[config.mk]
export PLATFORM = sky130hd
export DESIGN_NAME = mhq_ram
export DESIGN_NICKNAME = d
export VERILOG_FILES = /design/src/rtl/mhq_ram.sv
export SDC_FILE = /design/constraint.sdc
export NUM_CORES = 1
export LEC_CHECK = 0
export BUFFER_PORTS_ARGS = -buffer_cell sky130_fd_sc_hd__clkbuf_2
export CAP_MARGIN = 20
export CORE_UTILIZATION = 54
export CTS_BUF_LIST = sky130_fd_sc_hd__clkbuf_16
export CTS_CLUSTER_DIAMETER = 120
export DETAILED_ROUTE_END_ITERATION = 10
export PLACE_DENSITY = 0.74
export SYNTH_ARGS = -nofsm -noshare
export SYNTH_HDL_FRONTEND = slang
export SYNTH_SLANG_ARGS = --single-unit
[constraint.sdc]
create_clock -name clk_i -period 1.5 [get_ports clk_i]
set_clock_uncertainty 0.1 [all_clocks]
set_input_delay 0 -clock clk_i [delete_from_list [all_inputs] [get_ports clk_i]]
set_output_delay 0 -clock clk_i [all_outputs]
set_load 0.02 [all_outputs]
[src/rtl/mhq_ram.sv]
// ---------------------------------------------------------------------------
// mhq_ram: generic single port ram
// One write or one read per cycle, read data registered and held.
// ---------------------------------------------------------------------------
`timescale 1ns / 1ps

module mhq_ram #(
  parameter int unsigned Width = 8,
  parameter int unsigned Depth = 16
) (
  input  logic                     clk_i,
  input  logic                     we_i,
  input  logic                     re_i,
  input  logic [$clog2(Depth)-1:0] addr_i,
  input  logic [Width-1:0]         wdata_i,
  output logic [Width-1:0]         rdata_o
);

  logic [Width-1:0] mem_q [Depth];
  logic [Width-1:0] rdata_q;

  // storage and registered read
  always_ff @(posedge clk_i) begin
    if (we_i) begin
      mem_q[addr_i] <= wdata_i;
    end
    if (re_i) begin
      rdata_q <= mem_q[addr_i];
    end
  end

  assign rdata_o = rdata_q;

endmodule

[After elaboration in Yosys (flattened, before gate mapping)]
Memories as Yosys holds them, arrays and structs flattened. A register that Yosys moved wholly into a read port is not among the register bits.
Cells that the tools add are included.
Cells by class
  muxes and demuxes: 2
Operators with widths (number)
  $mux W1: 2
Storage, ports and cells
  register bits after elaboration: 0
  memories: 1
  bits in writable memories: 128
  input bits: 15
  word-level logic and storage cells: 3
Memories
  mem_q: words 16, bits a word 8, read ports 1, clocked after memory_dff 1, wr ports 1, RTL line 19  | logic [Width-1:0] mem_q [Depth];

[Depth between registers and ports, before layout]
  word-level depth: 2
  depth in mapped cells: 5
  gate-level depth less buffers: 3

[Worst setup path before layout]
OpenSTA, ideal clock, no wires.
  path kind: input -> register
  start point: input port addr_i[2]
  end point: memory mem_q[0][0] (enable)
  path buffers: 0
  stages on the path: 2
  arrival: 1.110 ns
  slack: -0.093 ns
  data required time: 1.017 ns
  cells stage by stage: or3b_2 nor3_1
RTL lines
  start: declaration: RTL line 14  | input logic [$clog2(Depth)-1:0] addr_i,
  end: declaration: RTL line 19
No word-level cell before the write port.

==> impl_metrics.env <==
export IMPL_status="finished with violations"
export IMPL_violations="negative setup slack"
export IMPL_synthAdderAreaFrac=0
export IMPL_fin_crit_sh=1.07
export IMPL_ys_seq_area_frac=0.793
export IMPL_cp_top_family="multiplexers"
export IMPL_drt_iter0_markers=194
export IMPL_synth_distinct_cells=17
export IMPL_final_hold_viol_count=0
export IMPL_netlist_instances=230
export IMPL_ys_ff_latch=136
export IMPL_grt_overflow_total=0
export IMPL_dp_final_hpwl_um=6400
export IMPL_n_fill_cell=554
export IMPL_hold_end="mem_q[2][2]"
export IMPL_synth_compound_area_share=0.0233
export IMPL_multi_input_area_sq_um=1060
export IMPL_num_rows=35
export IMPL_leakage_nw=2.14
export IMPL_worstPathBufferInverterCount=0
export IMPL_holdCritStartpoint="addr_i[3]"
export IMPL_cts_tree="built"
export IMPL_placed_area_sq_um=5650
export IMPL_numCtsBuffers=17
export IMPL_drt_total_wl_um=10400
export IMPL_post_cts_buffers=0
export IMPL_final_antenna_net_count=0
export IMPL_rsz0062_at_grt="yes"
export IMPL_cp_start_kind="register"
export IMPL_clock_sinks=136
export IMPL_place_inst=399
export IMPL_ir_drop_mv=0.849
export IMPL_final_cell_mix="edfxtp_1 (136), mux4_2 (32), buf_4 (24), clkbuf_2 (22), clkbuf_16 (17)"
export IMPL_worstSkewPairLatency_ns=0.41
export IMPL_r2r_end="rdata_o[6]"
export IMPL_critPathRequiredTime_ns=1.55
export IMPL_max_slew_worst_pin_slew_ns=0.933
export IMPL_timing_worst_setup_path_type="register to register"
export IMPL_holdWs_ns=0.112
export IMPL_r2r_start="mem_q[11][6]"
export IMPL_setup_viol=5
export IMPL_path_cells="mux4_2, a22oi_2, nand2_1"
export IMPL_yosysWarnings=0
export IMPL_endpoint_kind="register"
export IMPL_finalCriticalPeriod_ns=1.60
export IMPL_final_nets=313
export IMPL_avgSynthCellArea_sq_um=22.4
export IMPL_syn_cell_area_sq_um=5150
export IMPL_num_io_pins=23
export IMPL_slew_violations=0
export IMPL_clk_pin_slew_ns=0.06
export IMPL_die_area_sq_um=9930
export IMPL_h_tree_depth=4
export IMPL_slowest_delay_ns=0.53
export IMPL_max_freq_mhz=625
export IMPL_cp_startpoint="mem_q[11][6]"
export IMPL_clock_path_buffers=2
export IMPL_place_congestion=0.745
export IMPL_drv_cap=0
export IMPL_detail_route_wl_per_cell_um=23.6
export IMPL_hold_path_cell_count=4
export IMPL_max_slew_margin=0.377
export IMPL_syn_to_final_growth_pct=23.8
export IMPL_coreArea_sq_um=9240
export IMPL_antenna_cells=0
export IMPL_start_util=0.557
export IMPL_grt_first_pass_wirelength_um=15900
export IMPL_hold_path_class="input pin to register"
export IMPL_reg2regPathDepth=3
export IMPL_grt_usage=0.236
export IMPL_die_h_um=99.6
export IMPL_drive_gt1_frac=0.402
export IMPL_die_w_um=99.6
export IMPL_finalNonFillerCells=440
export IMPL_synth_simple_area_share=0.0316
export IMPL_final_util=0.690
export IMPL_drcViolationCount=0
export IMPL_worst_ep_arrival_time_ns=1.65
export IMPL_vias_per_cell=5.86
export IMPL_powerDensity_nw_per_um2=1390
export IMPL_vias=2579
export IMPL_cts_root_buffer="clkbuf_16"
export IMPL_grt_max_degree=21
export IMPL_synth_top_family_by_area="multiplexers"
export IMPL_synth_xor_area_frac=0
export IMPL_fin_setup_tns_ns=-0.179
export IMPL_io_buffers=22
export IMPL_slowest_stage="mux4_2"
export IMPL_design_area_sq_um=6370
export IMPL_cp_max_fo=1
export IMPL_antenna_found_initial=0
export IMPL_final_common_cell="edfxtp_1"
export IMPL_setup_slack_ns=-0.0992
export IMPL_grt_pass1_vias=2718
export IMPL_syn_nets=245
export IMPL_synth_mux_area_frac=0.140
export IMPL_drt_pass1_iterations=4
export IMPL_seqCellArea_sq_um=4080
export IMPL_r2r_slack_ns=-0.1
## cells in the mapped netlist
cell	count	share of area
mux4_2	32	0.14
nor2_1	13	0.0095
nand3_1	1	0.00097
nor3_1	4	0.0039
edfxtp_1	136	0.79
nand2b_1	2	0.0024
or3b_2	1	0.0017
clkbuf_2	1	0.00097
buf_1	4	0.0029
nand2_1	9	0.0066
clkbuf_1	2	0.0015
buf_2	2	0.0019
a22oi_1	16	0.023
nor2b_1	2	0.0024
and2_1	1	0.0012
buf_6	2	0.0044
nand3b_1	2	0.0029
## worst register-to-register path: cells and delay by family, from the launching register on
kind	cells	cell delay (ns)
AND/OR/NAND/NOR	1	0.09
multiplexers	1	0.53
flip-flops	1	0.41
AO/OA/AOI/OAI	1	0.22
## stage by stage
step,power [W],setup slack [ns]
2_1_floorplan,0.00462,-0.0381
3_3_place_gp,0.00481,-0.118
3_5_place_dp,0.00483,-0.161
4_1_cts,0.00888,-0.0351
5_1_grt,0.00908,-0.113
6_report,0.00884,-0.0992
## layer usage
metal	up-vias	track usage	wire length [um]	part of all wire
li1	1109	-	-	-
met1	1330	0.298	4140	0.40
met2	116	0.388	5320	0.51
met3	24	0.0471	647	0.062
met4	0	0.133	276	0.027
met5	-	0	0	0
## worst max-delay path by stage
stage                   endpoint  slack (ns)  depth (start not counted)
floorplan           mem_q[12][0]       -0.04                          3
global placement      rdata_o[6]       -0.12                          5
detailed placement    rdata_o[6]       -0.16                          5
CTS                   rdata_o[6]       -0.04                          3
global route          rdata_o[6]       -0.11                          3
finish                rdata_o[6]        -0.1                          3
## where the power goes
part	switching (W)	internal, W	total (W)
Clock	0.00147	0.00258	0.00405
Sequential	0.0000267	0.00428	0.00431
Combinational	0.000269	0.000211	0.000481
Total	0.00176	0.00708	0.00884
## kinds of logic after synthesis
kind of cell / count (synthesis)
AOI/OAI and AO/OA: 16
and+or+nand+nor: 35
buffers and inverters: 11
muxes: 32
DFF: 136
## sequential cells by signal (all words and copies together), names as in the netlist
register and flops:
mem_q 128, rdata_o 8
## cell type report
| type | count | share of cell area |
|---|---|---|
| Tap cell | 129 | 0.0253 |
| Multi-Input combinational cell | 83 | 0.166 |
| Clock buffer | 17 | 0.0667 |
| Timing Repair Buffer | 60 | 0.0754 |
| Sequential cell | 136 | 0.641 |
| Clock inverter | 15 | 0.0255 |
## timing repair
item | 4_1_cts | 5_1_grt
pin swaps | 8 | 4
hold buffers | 9 | 0
endpoints found under the hold margin | 136 | 0
gates resized for setup | 8 | 2
setup endpoints to repair | 7 | 8
(Power assumes the default switching activity.)
